**src/rtl/scpf_pkg.sv**
```systemverilog
// Shared types and constants for the sync/checksum packet framer.
package scpf_pkg;

    // Default packet length in bytes
    localparam int PACKET_BYTES_DEF = 44;

    // Register reset values
    localparam logic [7:0] SYNC_VALUE_RESET = 8'h00;
    localparam logic [7:0] MESSAGE_ID_RESET = 8'hA2;

    // Depth of the packet descriptor queue between front and back
    localparam int DESC_DEPTH = 4;

    // Depth of the output register FIFO in the back end
    localparam int OUT_DEPTH = 2;

    // Register map, decoded on paddr[2]
    typedef enum logic {
        REG_SYNC_VALUE = 1'b0,
        REG_MESSAGE_ID = 1'b1
    } reg_index_t;

    // Input transfer payload
    typedef struct packed {
        logic [7:0] rx_byte;
        logic       overrun;
    } in_item_t;

    // Output transfer payload
    typedef struct packed {
        logic [7:0]  packet_byte;
        logic        last_of_packet;
        logic [31:0] good_packets;
    } out_item_t;

    // Configuration seen by the front end
    typedef struct packed {
        logic [7:0] sync_value;
        logic [7:0] message_id;
    } cfg_t;

endpackage

```
**src/rtl/sync_checksum_packet_framer.sv**
```systemverilog
// Top level: register port, front end, descriptor queue and back end.
// Accepts one byte per cycle; a verified packet drains at one byte per cycle
// while out_ready is high, via the queue, store read register and output FIFO.
// The input stalls only while the output is held off long enough to fill the
// 2**(clog2(PACKET_BYTES)+1)-byte packet store or the 4-entry descriptor queue.
// Reset (rst_n low, asynchronous) empties the window, queue and output, clears
// the packet count and loads sync_value 0x00 and message_id 0xA2.
module sync_checksum_packet_framer
    import scpf_pkg::*;
#(
    parameter int PACKET_BYTES = PACKET_BYTES_DEF
)
(
    input  logic        clk,
    input  logic        rst_n,
    input  logic        psel,
    input  logic        penable,
    input  logic        pwrite,
    input  logic [2:0]  paddr,
    input  logic [31:0] pwdata,
    output logic [31:0] prdata,
    output logic        pready,
    input  logic        in_valid,
    output logic        in_ready,
    input  in_item_t    in_item,
    output logic        out_valid,
    input  logic        out_ready,
    output out_item_t   out_item
);

    localparam int AW = $clog2(PACKET_BYTES) + 1;
    localparam int PW = AW + 1;

    logic [7:0]    sync_reg;
    logic [7:0]    msg_id_reg;
    logic          wr_en;
    reg_index_t    reg_sel;
    cfg_t          cfg;

    logic          mem_we;
    logic [AW-1:0] mem_waddr;
    logic [7:0]    mem_wdata;
    logic [PW-1:0] wr_ptr;
    logic          mem_full;
    logic          desc_push;
    logic [PW-1:0] desc_start;
    logic [31:0]   desc_count;
    logic          desc_pop;
    logic          desc_valid;
    logic          desc_full;
    logic [PW-1:0] head_start;
    logic [31:0]   head_count;

    // Register port
    assign pready  = 1'b1;
    assign reg_sel = reg_index_t'(paddr[2]);
    assign wr_en   = psel && penable && pwrite && pready;

    always_ff @(posedge clk or negedge rst_n)
    begin
        if (!rst_n)
        begin
            sync_reg   <= SYNC_VALUE_RESET;
            msg_id_reg <= MESSAGE_ID_RESET;
        end
        else if (wr_en)
        begin
            case (reg_sel)
                REG_SYNC_VALUE: sync_reg   <= pwdata[7:0];
                REG_MESSAGE_ID: msg_id_reg <= pwdata[7:0];
                default:        sync_reg   <= sync_reg;
            endcase
        end
    end

    always_comb
    begin
        case (reg_sel)
            REG_SYNC_VALUE: prdata = {24'h000000, sync_reg};
            REG_MESSAGE_ID: prdata = {24'h000000, msg_id_reg};
            default:        prdata = '0;
        endcase
    end

    assign cfg.sync_value = sync_reg;
    assign cfg.message_id = msg_id_reg;

    scpf_front #(
        .PACKET_BYTES (PACKET_BYTES),
        .AW           (AW)
    ) u_front (
        .clk        (clk),
        .rst_n      (rst_n),
        .cfg        (cfg),
        .in_valid   (in_valid),
        .in_ready   (in_ready),
        .in_item    (in_item),
        .mem_full   (mem_full),
        .desc_full  (desc_full),
        .mem_we     (mem_we),
        .mem_waddr  (mem_waddr),
        .mem_wdata  (mem_wdata),
        .wr_ptr     (wr_ptr),
        .desc_push  (desc_push),
        .desc_start (desc_start),
        .desc_count (desc_count)
    );

    scpf_queue #(
        .PW (PW)
    ) u_queue (
        .clk        (clk),
        .rst_n      (rst_n),
        .push       (desc_push),
        .push_start (desc_start),
        .push_count (desc_count),
        .pop        (desc_pop),
        .valid      (desc_valid),
        .full       (desc_full),
        .head_start (head_start),
        .head_count (head_count)
    );

    scpf_back #(
        .PACKET_BYTES (PACKET_BYTES),
        .AW           (AW)
    ) u_back (
        .clk        (clk),
        .rst_n      (rst_n),
        .mem_we     (mem_we),
        .mem_waddr  (mem_waddr),
        .mem_wdata  (mem_wdata),
        .wr_ptr     (wr_ptr),
        .mem_full   (mem_full),
        .desc_valid (desc_valid),
        .desc_start (head_start),
        .desc_count (head_count),
        .desc_pop   (desc_pop),
        .out_valid  (out_valid),
        .out_ready  (out_ready),
        .out_item   (out_item)
    );

endmodule

```
**src/rtl/scpf_front.sv**
```systemverilog
// Front end: sliding window, running word sums and packet checks.
module scpf_front
    import scpf_pkg::*;
#(
    parameter int PACKET_BYTES = PACKET_BYTES_DEF,
    parameter int AW           = 7
)
(
    input  logic            clk,
    input  logic            rst_n,
    input  cfg_t            cfg,
    input  logic            in_valid,
    output logic            in_ready,
    input  in_item_t        in_item,
    input  logic            mem_full,
    input  logic            desc_full,
    output logic            mem_we,
    output logic [AW-1:0]   mem_waddr,
    output logic [7:0]      mem_wdata,
    output logic [AW:0]     wr_ptr,
    output logic            desc_push,
    output logic [AW:0]     desc_start,
    output logic [31:0]     desc_count
);

    localparam int N          = PACKET_BYTES;
    // Bytes covered by the word sum (even count, oldest first)
    localparam int SUM_BYTES  = 2 * ((N - 1) / 2);
    // Age at which a byte joins the summed region
    localparam int ENTER_AGE  = N - SUM_BYTES;
    localparam int ENTER_TAP  = ENTER_AGE - 1;
    localparam int FW         = $clog2(N + 1);
    localparam int PW         = AW + 1;
    localparam logic ENTER_PAR  = 1'(ENTER_AGE % 2);
    localparam logic OLDEST_PAR = 1'((N - 1) % 2);

    // Byte history, index 0 is the most recent stored byte
    logic [7:0]    sr_reg   [N-1];
    logic [7:0]    sr_next  [N-1];
    logic [FW-1:0] fill_reg, fill_next;
    // Sums of summed-region bytes, split by stream index parity
    logic [15:0]   sum_reg  [2];
    logic [15:0]   sum_next [2];
    logic [15:0]   sum_add  [2];
    logic          ph_reg, ph_next;
    logic [PW-1:0] wr_reg, wr_next;
    logic [31:0]   count_reg, count_next;

    logic          accept;
    logic          store;
    logic [FW-1:0] fill_inc;
    logic          enter_ok;
    logic          enter_par;
    logic          old_par;
    logic [7:0]    oldest;
    logic [15:0]   calc;
    logic [15:0]   got;
    logic          full;
    logic          frame_ok;

    assign in_ready = !mem_full && !desc_full;
    assign accept   = in_valid && in_ready;
    assign store    = accept && !in_item.overrun;

    // Window checks on the byte arriving now
    always_comb
    begin
        fill_inc  = fill_reg + FW'(1);
        enter_ok  = fill_reg >= FW'(ENTER_AGE);
        enter_par = ph_reg ^ ENTER_PAR;
        for (int p = 0; p < 2; p++)
        begin
            sum_add[p] = sum_reg[p] +
                         ((enter_ok && (enter_par == 1'(p))) ?
                          {8'h00, sr_reg[ENTER_TAP]} : 16'h0000);
        end
        old_par  = ph_reg ^ OLDEST_PAR;
        oldest   = sr_reg[N-2];
        calc     = sum_add[old_par] + {sum_add[!old_par][7:0], 8'h00};
        got      = {in_item.rx_byte, sr_reg[0]};
        full     = fill_inc == FW'(N);
        frame_ok = full && (oldest == cfg.sync_value) &&
                   (sr_reg[N-3] == cfg.message_id) && (calc == got);
    end

    // Next state of window bookkeeping
    always_comb
    begin
        fill_next  = fill_reg;
        sum_next   = sum_reg;
        ph_next    = ph_reg;
        wr_next    = wr_reg;
        count_next = count_reg;
        sr_next    = sr_reg;
        if (accept)
        begin
            if (in_item.overrun)
            begin
                fill_next   = '0;
                sum_next[0] = '0;
                sum_next[1] = '0;
            end
            else
            begin
                sr_next[0] = in_item.rx_byte;
                for (int k = 1; k < N - 1; k++)
                begin
                    sr_next[k] = sr_reg[k-1];
                end
                ph_next = !ph_reg;
                wr_next = wr_reg + PW'(1);
                if (frame_ok)
                begin
                    fill_next   = '0;
                    sum_next[0] = '0;
                    sum_next[1] = '0;
                    count_next  = count_reg + 32'd1;
                end
                else if (full)
                begin
                    // drop the oldest byte and slide on by one
                    fill_next         = FW'(N - 1);
                    sum_next          = sum_add;
                    sum_next[old_par] = sum_add[old_par] - {8'h00, oldest};
                end
                else
                begin
                    fill_next = fill_inc;
                    sum_next  = sum_add;
                end
            end
        end
    end

    // Control state
    always_ff @(posedge clk or negedge rst_n)
    begin
        if (!rst_n)
        begin
            fill_reg   <= '0;
            sum_reg[0] <= '0;
            sum_reg[1] <= '0;
            ph_reg     <= 1'b0;
            wr_reg     <= '0;
            count_reg  <= '0;
        end
        else
        begin
            fill_reg  <= fill_next;
            sum_reg   <= sum_next;
            ph_reg    <= ph_next;
            wr_reg    <= wr_next;
            count_reg <= count_next;
        end
    end

    // Byte history, payload only
    always_ff @(posedge clk)
    begin
        sr_reg <= sr_next;
    end

    // Packet store write port and descriptor push
    assign mem_we     = store;
    assign mem_waddr  = wr_reg[AW-1:0];
    assign mem_wdata  = in_item.rx_byte;
    assign wr_ptr     = wr_reg;
    assign desc_push  = store && frame_ok;
    assign desc_start = wr_reg - PW'(N - 1);
    assign desc_count = count_reg + 32'd1;

    a_fill_bound: assert property (@(posedge clk) disable iff (!rst_n)
        fill_reg <= FW'(N))
        else $error("window fill above packet length");

endmodule

```
**src/rtl/scpf_queue.sv**
```systemverilog
// Descriptor queue of verified packets waiting to be drained.
module scpf_queue
    import scpf_pkg::*;
#(
    parameter int PW = 8
)
(
    input  logic          clk,
    input  logic          rst_n,
    input  logic          push,
    input  logic [PW-1:0] push_start,
    input  logic [31:0]   push_count,
    input  logic          pop,
    output logic          valid,
    output logic          full,
    output logic [PW-1:0] head_start,
    output logic [31:0]   head_count
);

    localparam int QAW = $clog2(DESC_DEPTH);
    localparam int LW  = $clog2(DESC_DEPTH + 1);

    logic [PW-1:0]  start_reg [DESC_DEPTH];
    logic [31:0]    cnt_reg   [DESC_DEPTH];
    logic [QAW-1:0] head_reg, head_next;
    logic [QAW-1:0] tail_reg, tail_next;
    logic [LW-1:0]  level_reg, level_next;

    assign valid      = level_reg != '0;
    assign full       = level_reg == LW'(DESC_DEPTH);
    assign head_start = start_reg[head_reg];
    assign head_count = cnt_reg[head_reg];

    // Pointer and level update
    always_comb
    begin
        head_next  = head_reg + QAW'(pop);
        tail_next  = tail_reg + QAW'(push);
        level_next = level_reg + LW'(push) - LW'(pop);
    end

    always_ff @(posedge clk or negedge rst_n)
    begin
        if (!rst_n)
        begin
            head_reg  <= '0;
            tail_reg  <= '0;
            level_reg <= '0;
        end
        else
        begin
            head_reg  <= head_next;
            tail_reg  <= tail_next;
            level_reg <= level_next;
        end
    end

    // Entry storage
    always_ff @(posedge clk)
    begin
        if (push)
        begin
            start_reg[tail_reg] <= push_start;
            cnt_reg[tail_reg]   <= push_count;
        end
    end

    a_no_overflow: assert property (@(posedge clk) disable iff (!rst_n)
        push |-> (!full || pop))
        else $error("descriptor pushed into full queue");

    a_no_underflow: assert property (@(posedge clk) disable iff (!rst_n)
        pop |-> valid)
        else $error("descriptor popped from empty queue");

endmodule

```
**src/rtl/scpf_back.sv**
```systemverilog
// Back end: packet byte store and drain to the output channel.
module scpf_back
    import scpf_pkg::*;
#(
    parameter int PACKET_BYTES = PACKET_BYTES_DEF,
    parameter int AW           = 7
)
(
    input  logic          clk,
    input  logic          rst_n,
    input  logic          mem_we,
    input  logic [AW-1:0] mem_waddr,
    input  logic [7:0]    mem_wdata,
    input  logic [AW:0]   wr_ptr,
    output logic          mem_full,
    input  logic          desc_valid,
    input  logic [AW:0]   desc_start,
    input  logic [31:0]   desc_count,
    output logic          desc_pop,
    output logic          out_valid,
    input  logic          out_ready,
    output out_item_t     out_item
);

    localparam int N     = PACKET_BYTES;
    localparam int PW    = AW + 1;
    localparam int DEPTH = 2 ** AW;
    localparam int FW    = $clog2(N + 1);
    localparam int OAW   = $clog2(OUT_DEPTH);
    localparam int OLW   = $clog2(OUT_DEPTH + 1);

    // Packet byte store
    logic [7:0]      mem [DEPTH];
    logic [7:0]      mem_q_reg;

    // Drain control
    logic            active_reg, active_next;
    logic [PW-1:0]   rd_reg, rd_next;
    logic [FW-1:0]   rem_reg, rem_next;
    logic [31:0]     cnt_reg, cnt_next;

    // Read data alignment
    logic            rdv_reg;
    logic            rdl_reg;
    logic [31:0]     rdc_reg;

    // Output FIFO
    out_item_t       of_reg [OUT_DEPTH];
    logic [OAW-1:0]  of_head_reg, of_head_next;
    logic [OLW-1:0]  of_level_reg, of_level_next;
    logic [OAW-1:0]  of_tail;

    logic            pop_out;
    logic            credit_ok;
    logic            issue;
    logic            last_issue;

    assign pop_out    = (of_level_reg != '0) && out_ready;
    assign credit_ok  = (OLW'(of_level_reg) + OLW'(rdv_reg) - OLW'(pop_out))
                        < OLW'(OUT_DEPTH);
    assign issue      = active_reg && credit_ok;
    assign last_issue = rem_reg == FW'(1);
    assign desc_pop   = desc_valid && (!active_reg || (issue && last_issue));

    // Writer must not overtake the oldest unread byte
    assign mem_full   = active_reg && ((wr_ptr - rd_reg) == PW'(DEPTH));

    // Drain sequencing
    always_comb
    begin
        active_next = active_reg;
        rd_next     = rd_reg;
        rem_next    = rem_reg;
        cnt_next    = cnt_reg;
        if (issue)
        begin
            rd_next  = rd_reg + PW'(1);
            rem_next = rem_reg - FW'(1);
            if (last_issue)
            begin
                active_next = 1'b0;
            end
        end
        if (desc_pop)
        begin
            active_next = 1'b1;
            rd_next     = desc_start;
            rem_next    = FW'(N);
            cnt_next    = desc_count;
        end
    end

    always_ff @(posedge clk or negedge rst_n)
    begin
        if (!rst_n)
        begin
            active_reg <= 1'b0;
            rd_reg     <= '0;
            rem_reg    <= '0;
            cnt_reg    <= '0;
            rdv_reg    <= 1'b0;
        end
        else
        begin
            active_reg <= active_next;
            rd_reg     <= rd_next;
            rem_reg    <= rem_next;
            cnt_reg    <= cnt_next;
            rdv_reg    <= issue;
        end
    end

    // Store write and registered read
    always_ff @(posedge clk)
    begin
        if (mem_we)
        begin
            mem[mem_waddr] <= mem_wdata;
        end
        if (issue)
        begin
            mem_q_reg <= mem[rd_reg[AW-1:0]];
            rdl_reg   <= last_issue;
            rdc_reg   <= cnt_reg;
        end
    end

    // Output FIFO control
    always_comb
    begin
        of_tail       = of_head_reg + of_level_reg[OAW-1:0];
        of_head_next  = of_head_reg + OAW'(pop_out);
        of_level_next = of_level_reg + OLW'(rdv_reg) - OLW'(pop_out);
    end

    always_ff @(posedge clk or negedge rst_n)
    begin
        if (!rst_n)
        begin
            of_head_reg  <= '0;
            of_level_reg <= '0;
        end
        else
        begin
            of_head_reg  <= of_head_next;
            of_level_reg <= of_level_next;
        end
    end

    always_ff @(posedge clk)
    begin
        if (rdv_reg)
        begin
            of_reg[of_tail].packet_byte    <= mem_q_reg;
            of_reg[of_tail].last_of_packet <= rdl_reg;
            of_reg[of_tail].good_packets   <= rdc_reg;
        end
    end

    assign out_valid = of_level_reg != '0;
    assign out_item  = of_reg[of_head_reg];

    a_no_read_ahead: assert property (@(posedge clk) disable iff (!rst_n)
        issue |-> (wr_ptr != rd_reg))
        else $error("drain read beyond written bytes");

    a_out_room: assert property (@(posedge clk) disable iff (!rst_n)
        rdv_reg |-> ((of_level_reg < OLW'(OUT_DEPTH)) || pop_out))
        else $error("read data arrived with output FIFO full");

endmodule

```
**config.mk**
```make
export PLATFORM = sky130hd
export DESIGN_NAME = sync_checksum_packet_framer
export DESIGN_NICKNAME = d
export VERILOG_FILES = /design/src/rtl/scpf_pkg.sv /design/src/rtl/sync_checksum_packet_framer.sv /design/src/rtl/scpf_front.sv /design/src/rtl/scpf_queue.sv /design/src/rtl/scpf_back.sv
export SDC_FILE = /design/constraint.sdc
export NUM_CORES = 2
export LEC_CHECK = 0
export BUFFER_PORTS_ARGS = -buffer_cell sky130_fd_sc_hd__buf_2
export CAP_MARGIN = 20
export CORE_MARGIN = 2
export CORE_UTILIZATION = 60
export DETAILED_ROUTE_END_ITERATION = 8
export PLACE_DENSITY = 0.74
export SLEW_MARGIN = 20
export SYNTH_ARGS = -nofsm -noshare
export SYNTH_HDL_FRONTEND = slang
export SYNTH_SLANG_ARGS = --single-unit
export TNS_END_PERCENT = 1
```
**constraint.sdc**
```tcl
create_clock -name clk -period 24.6 [get_ports clk]
set_input_delay 3.69 -clock clk [delete_from_list [all_inputs] [get_ports clk]]
set_output_delay 3.69 -clock clk [all_outputs]
set_load 0.1 [all_outputs]
```
**Word-level counts from Yosys, hierarchy flattened**

Memory sizes are Yosys's and may differ from the RTL's. A register that Yosys moved wholly into a read port is not among the register bits.
Index checks and enable logic that the tools add are counted.

- Output and inout bits: 76
- Bits in read-only memories: 0
- Word-level logic and storage cells: 166
- Bits in writable memories: 1266
- Bits in registers: 498
- Bits in latches: 0
- Memories kept: 4
- Bits of input ports: 51

Memories:

| memory | depth | width | read ports | clocked after Yosys merged registers in | wr ports | RTL line | text |
|---|---|---|---|---|---|---|---|
| u_back.mem | 128 | 8 | 1 | 1 | 1 | scpf_back.sv:33 | `logic [7:0] mem [DEPTH];` |
| u_queue.cnt_reg | 4 | 32 | 1 | 1 | 1 | scpf_queue.sv:24 | `logic [31:0] cnt_reg [DESC_DEPTH];` |
| u_back.of_reg | 2 | 41 | 1 | 0 | 1 | scpf_back.sv:48 | `out_item_t of_reg [OUT_DEPTH];` |
| u_queue.start_reg | 4 | 8 | 1 | 0 | 1 | scpf_queue.sv:23 | `logic [PW-1:0] start_reg [DESC_DEPTH];` |

- Reductions and logical operators: 33
- Equality and inequality tests: 7
- Bitwise operators: 5
- Mux-type cells: 31
- Add/subtract/negate cells: 19
- Div/mod/pow operators: 0
- Shifts and indexed selects: 0
- $mul: 0
- Order comparisons: 5

Operators with widths:

| kind | number |
|---|---|
| 32-bit two-way mux | 3 |
| 16-bit two-way mux | 4 |
| 32-bit one-hot mux with 2 select lines | 1 |
| 8-bit two-way mux | 7 |
| 16-bit by 8-bit adder with 16-bit output | 2 |
| 32-bit by 1-bit adder with 32-bit output, second input constant | 1 |
| 32-bit bitwise mux | 1 |
| 6-bit two-way mux | 5 |
| 1-bit logical AND | 17 |
| 16-bit adder | 1 |
| 8-bit by 1-bit adder with 8-bit output, second input constant | 2 |
| 16-bit demux with 1-bit select | 1 |
| 16-bit equality test | 1 |
| 8-bit equality test | 2 |
| 16-bit by 8-bit subtractor with 16-bit output | 1 |
| 1-bit two-way mux | 9 |
| 8-bit equality test, second input constant | 1 |
| 2-bit AND reduction | 4 |
| 8-bit by 6-bit subtractor with 8-bit output, second input constant | 1 |
| 8-bit subtractor | 1 |
| 2-bit by 1-bit adder with 2-bit output | 3 |
| 6-bit by 1-bit adder with 6-bit output, second input constant | 1 |
| 6-bit by 1-bit equality test with 1-bit output, second input constant | 1 |
| 6-bit equality test, second input constant | 1 |
| other kinds (17) | 29 |

**Depth between registers and ports, before layout**

- Depth in word-level cells: 13
- Gate-level depth with buffers: 29
- Gate-level depth less buffers: 27

**Modules after synthesis**

From an unflattened synthesis, not the netlist that was laid out.

- Cell total of the unflattened synthesis: 3891
- Area total of the unflattened synthesis: 71283.4 um^2

By module, submodules not included:

| module | times used | seq. area each (um^2) | area each (um^2) | cells each |
|---|---|---|---|---|
| scpf_back | 1 | 35719.3 | 46582.2 | 2381 |
| scpf_front | 1 | 12306.8 | 17609.4 | 1205 |
| scpf_queue | 1 | 4979.8 | 6165.9 | 235 |
| sync_checksum_packet_framer | 1 | 404.1 | 925.9 | 70 |

**Worst setup path before layout**

OpenSTA, ideal clock, no wires.

- Path kind: input to register
- From: input port in_valid
- To: register u_front.count_reg[23]
- Path slack: 9.588 ns
- Data required time: 24.468 ns
- Cell stages on the path: 6
- Library setup time: 0.132 ns
- Buffers on the path: 1
- Data arrival time: 14.880 ns
- Path through: o211a_1 > nand2b_1 > clkinv_1 > buf_1 > nand4_1 > xnor2_1

- Longest elaborated chain between the ends: 2

RTL lines:

| what | RTL line | text |
|---|---|---|
| start, declared | sync_checksum_packet_framer.sv:23 | `input logic in_valid,` |
| 1-bit logical AND | scpf_front.sv:62 | `assign accept = in_valid && in_ready;` |
| 3-bit AND reduction (no source line) | - |  |
| end signal, assigned | scpf_front.sv:153 | `count_reg <= count_next;` |
| end, declared | scpf_front.sv:47 | `logic [31:0] count_reg, count_next;` |

Every way passes these cells.
A chain may end at the register's enable or synchronous reset.

**Worst setup path in the final report**

- From: register u_front.fill_reg[0]
- To: memory u_queue.cnt_reg[2][13] (enable)

- Longest elaborated chain between the ends: 13
- Elaborated cells on any way between the ends: 23
- Classes of those cells: 4 x add/sub; 1 x order compare; 2 x eq/ne; 10 x mux; 6 x reduce/logical

RTL lines:

| what | RTL line | text |
|---|---|---|
| start, declared | scpf_front.sv:40 | `logic [FW-1:0] fill_reg, fill_next;` |
| start signal, assigned | scpf_front.sv:149 | `fill_reg <= fill_next;` |
| 6-bit by 2-bit >= comparator with 1-bit output | scpf_front.sv:69 | `enter_ok = fill_reg >= FW'(ENTER_AGE);` |
| 1-bit logical AND | scpf_front.sv:74 | `((enter_ok && (enter_par == 1'(p))) ?` |
| 8-bit two-way mux | scpf_front.sv:74 |  |
| 16-bit by 8-bit adder with 16-bit output | scpf_front.sv:73 | `sum_add[p] = sum_reg[p] +` |
| 16-bit two-way mux (not written as such) or 8-bit two-way mux (tied branches) (3 in a row) | scpf_front.sv:79 | `calc = sum_add[old_par] + {sum_add[!old_par][7:0], 8'h00};` |
| 16-bit adder | scpf_front.sv:79 |  |
| 16-bit equality test | scpf_front.sv:83 | `(sr_reg[N-3] == cfg.message_id) && (calc == got);` |
| 1-bit logical AND (*) | scpf_front.sv:83 |  |
| 1-bit logical AND (*) | scpf_front.sv:168 | `assign desc_push = store && frame_ok;` |
| 1-bit two-way mux (*) | scpf_queue.sv:61 | `if (push)` |
| 1-bit two-way mux (not written as such) (*) | scpf_queue.sv:64 | `cnt_reg[tail_reg] <= push_count;` |
| end, declared | scpf_queue.sv:24 |  |

Mark *: on every way between the ends. The rest lies on a longest branch, timed or not. The select of a mux whose other input is x is not followed.

==> metrics.csv <==
metric,value,unit
status,"complete, no violations",
fmax,0.102,GHz
cp.arrival,10.20,ns
first_pass_iters,6,
clk_path_buf_depth,3,
die-width,346,µm
io_buffers,75,
r2r-end,u_queue.cnt_reg[2][13]$_DFFE_PP_,
synth_top_area_share,70.6,%
r2r_start,u_front.fill_reg[0]$_DFFE_PN0P_,
final_util,67.1,%
cts_tree,yes,
ys_seq_area_share,76.1,%
synth_cell_types,74,
fin_worst_skew,0.0454,ns
num_vias,33400,
max_cap_violations,0,
r2r_setup_slack,14.81,ns
start_util,60.5,%
async_flop_share,8.48,%
cts_root_buffer,clkbuf_16,
grt_pass1_vias,33900,
netlist_area,0.0702,mm²
drcViolationCount,0,
grt_pass1_wl,215000,µm
leakagePower,26.0,nW
dp.cells,4981,
period_share,39.8,%
areaGrowthSynthToFinish,10.8,%
place_congestion,0.867,
overflow,0,
grt_max_degree,221,
clkLatencyLatePin,0.81,ns
synth_edf_count,1651,
worstSetupStartpointType,flip-flop,
ys_ff_latch,1804,
timing_worst_slew_pin_value,1.17,ns
power.density,114,mW/mm²
maxSlewViolCount,0,
cts_setup_buffers,0,
worst_slew_margin_rel,21.8,%
avgViaCountPerCell,6.30,
antenna_found_initial,4,
drive_above_1_share,23.3,%
die_h,346,µm
required,25.02,ns
synthFlopType,edfxtp_1,
startpoint,u_front.fill_reg[0]$_DFFE_PN0P_,
fill_cells,7108,
cp_max_fo,29,
io_pins,127,
wl,142000,µm
drtIter0Drc,3918,
irDropWorstVdd,0.121,mV
syn_area_per_cell,20.2,µm²
yosysWarnings,0,
hold_buffers,0,
synthTopCellsByArea,"edfxtp_1 71%, mux4_2 12%, dfrtp_1 5.3%",
rows,125,
cts.sinks,1804,
setup.worst_path.end,u_queue.cnt_reg[2][13]$_DFFE_PP_,
cts_htree_levels,4,
layout_min_cycle_time,9.79,ns
finalNetCount,3738,
synthCells,3482,
hold_class,flip-flop to flip-flop,
routedWlPerCell,26.8,µm
finalHoldViolations,0,
setup_viol,0,
track_usage,24.1,%
clk_pin_slew_worst_paths,0.06,ns
drtAntennaViolNets,0,
finalSetupTns,0,ns
hpwl,82600,µm
cts_buffers,169,
rsz0062_at_grt,false,
dieArea,0.120,mm²
core_area,0.116,mm²
r2r_cells,23,
cts_resized,0,
crit_type,flip-flop to flip-flop,
endpoint_kind,flip-flop,
largest_register_ff_count,1024,
layout.cells.non_filler,5299,
synth_top_cell_by_area,edfxtp_1,
cell usage after synthesis, types with 11 or more instances:
master	instances
nor2b_1	12
o21ai_0	53
mux2i_1	19
inv_1	52
nor2_1	220
mux2_2	105
a211oi_1	13
dfrtp_1	150
clkbuf_1	91
nand2b_1	11
and3_1	12
nor3_1	22
buf_2	11
buf_4	27
mux4_2	376
ha_1	51
a21oi_1	47
xor2_1	71
buf_1	39
nand4_1	33
xnor2_1	99
nand2_1	111
and2_1	20
edfxtp_1	1651
o21a_1	12
nand3_1	32
critical path: stages, from the launching register on:
cell	delay, ns
dfrtp_1	0.39
inv_1	0.09
ha_1	0.20
nor4_1	0.51
a21oi_1	0.49
and2_1	0.32
ha_1	0.33
o21ai_0	0.12
nor2_1	0.50
a41oi_1	0.40
or2_2	0.41
a221oi_1	0.74
fa_1	0.56
xnor2_1	0.23
nand4_1	0.11
nor4_1	0.27
nand3_1	0.14
nor4_1	0.54
nand4_1	0.29
nor4_4	0.30
buf_4	0.30
nand3_2	0.57
nor3b_2	1.04
buf_4	0.54
worst min-delay path by stage:
| stage | startpoint | to | slack [ns] | depth (start not counted) |
|---|---|---|---|---|
| final | u_front.sr_reg[157]$_DFFE_PP_ | u_front.sr_reg[149]$_DFFE_PP_ | 0.41 | 0 |
| after CTS | u_front.sr_reg[236]$_DFFE_PP_ | u_front.sr_reg[228]$_DFFE_PP_ | 0.40 | 0 |
| after detailed placement | u_front.sr_reg[18]$_DFFE_PP_ | u_front.sr_reg[10]$_DFFE_PP_ | 0.40 | 0 |
| after global placement | u_front.sr_reg[64]$_DFFE_PP_ | u_front.sr_reg[56]$_DFFE_PP_ | 0.40 | 0 |
| after floorplan | u_front.sr_reg[108]$_DFFE_PP_ | u_front.sr_reg[100]$_DFFE_PP_ | 0.40 | 0 |
| after global routing | u_front.sr_reg[57]$_DFFE_PP_ | u_front.sr_reg[49]$_DFFE_PP_ | 0.42 | 0 |
stage by stage:
| step | hold slack, ns | setup slack [ns] | power [mW] | area [µm²] |
|---|---|---|---|---|
| after floorplan | 0.400 | 9.59 | 5.68 | 70300 |
| after global placement | 0.401 | 15.28 | 6.29 | 72300 |
| after detailed placement | 0.405 | 15.10 | 6.34 | 72300 |
| after CTS | 0.402 | 14.97 | 8.89 | 77700 |
| after global routing | 0.418 | 14.33 | 9.16 | 77800 |
| final | 0.405 | 14.81 | 8.84 | 77800 |
report_power, final:
| part | switching (mW) | internal (mW) |
|---|---|---|
| clock network | 1.12 | 1.43 |
| logic | 1.55 | 0.928 |
| registers | 0.173 | 3.64 |
kinds of logic after synthesis:
group / count (synthesis) / share of synthesized area, %
buffers and inverters: 225 / 1.37
AO/OA/AOI/OAI: 206 / 1.87
AND/OR/NAND/NOR: 516 / 3.41
flip-flops: 1804 / 76.1
XOR/XNOR: 171 / 2.14
adder cells (fa/ha/maj): 56 / 1.05
other: 2 / 0.0107
multiplexers: 502 / 14.1
routing by layer:
layer	track usage (%)	routed length, µm
met1	34.5	57800
met2	38.3	69500
met4	7.43	3800
met5	0	0
met3	4.58	10800
cells in the final DEF (no fill, tap or decap), drive strengths merged, types with 6 or more instances in the layout:
cell type / n
edfxtp: 1651
mux4: 376
nor2: 220
clkbuf: 218
dfrtp: 150
buf: 123
nand2: 111
mux2: 106
xnor2: 100
xor2: 71
clkinv: 69
inv: 65
o21ai: 62
ha: 51
a21oi: 48
nand4: 33
nand3: 33
nor3: 26
conb: 25
and2: 20
mux2i: 20
a211oi: 14
o21a: 12
nor2b: 12
bufinv: 12
and3: 12
nand2b: 11
a31oi: 9
nor4: 9
a21o: 9
o211ai: 7
clkinvlp: 7
or3: 6
o22ai: 6
or2: 6
o31ai: 6
area by class of cell:
| class | count | area, µm² | share of cell area, % |
|---|---|---|---|
| antenna | 1 | 2.50 | 0.00322 |
| tap | 1524 | 1910 | 2.45 |
| clock buffer | 218 | 4470 | 5.75 |
| sequential | 1804 | 53400 | 68.7 |
| timing repair buffer | 123 | 818 | 1.05 |
| multi-input combinational | 1476 | 16000 | 20.5 |
| inverter | 57 | 224 | 0.288 |
| clock inverter | 96 | 993 | 1.28 |
Power figures use the tool's default switching activity.
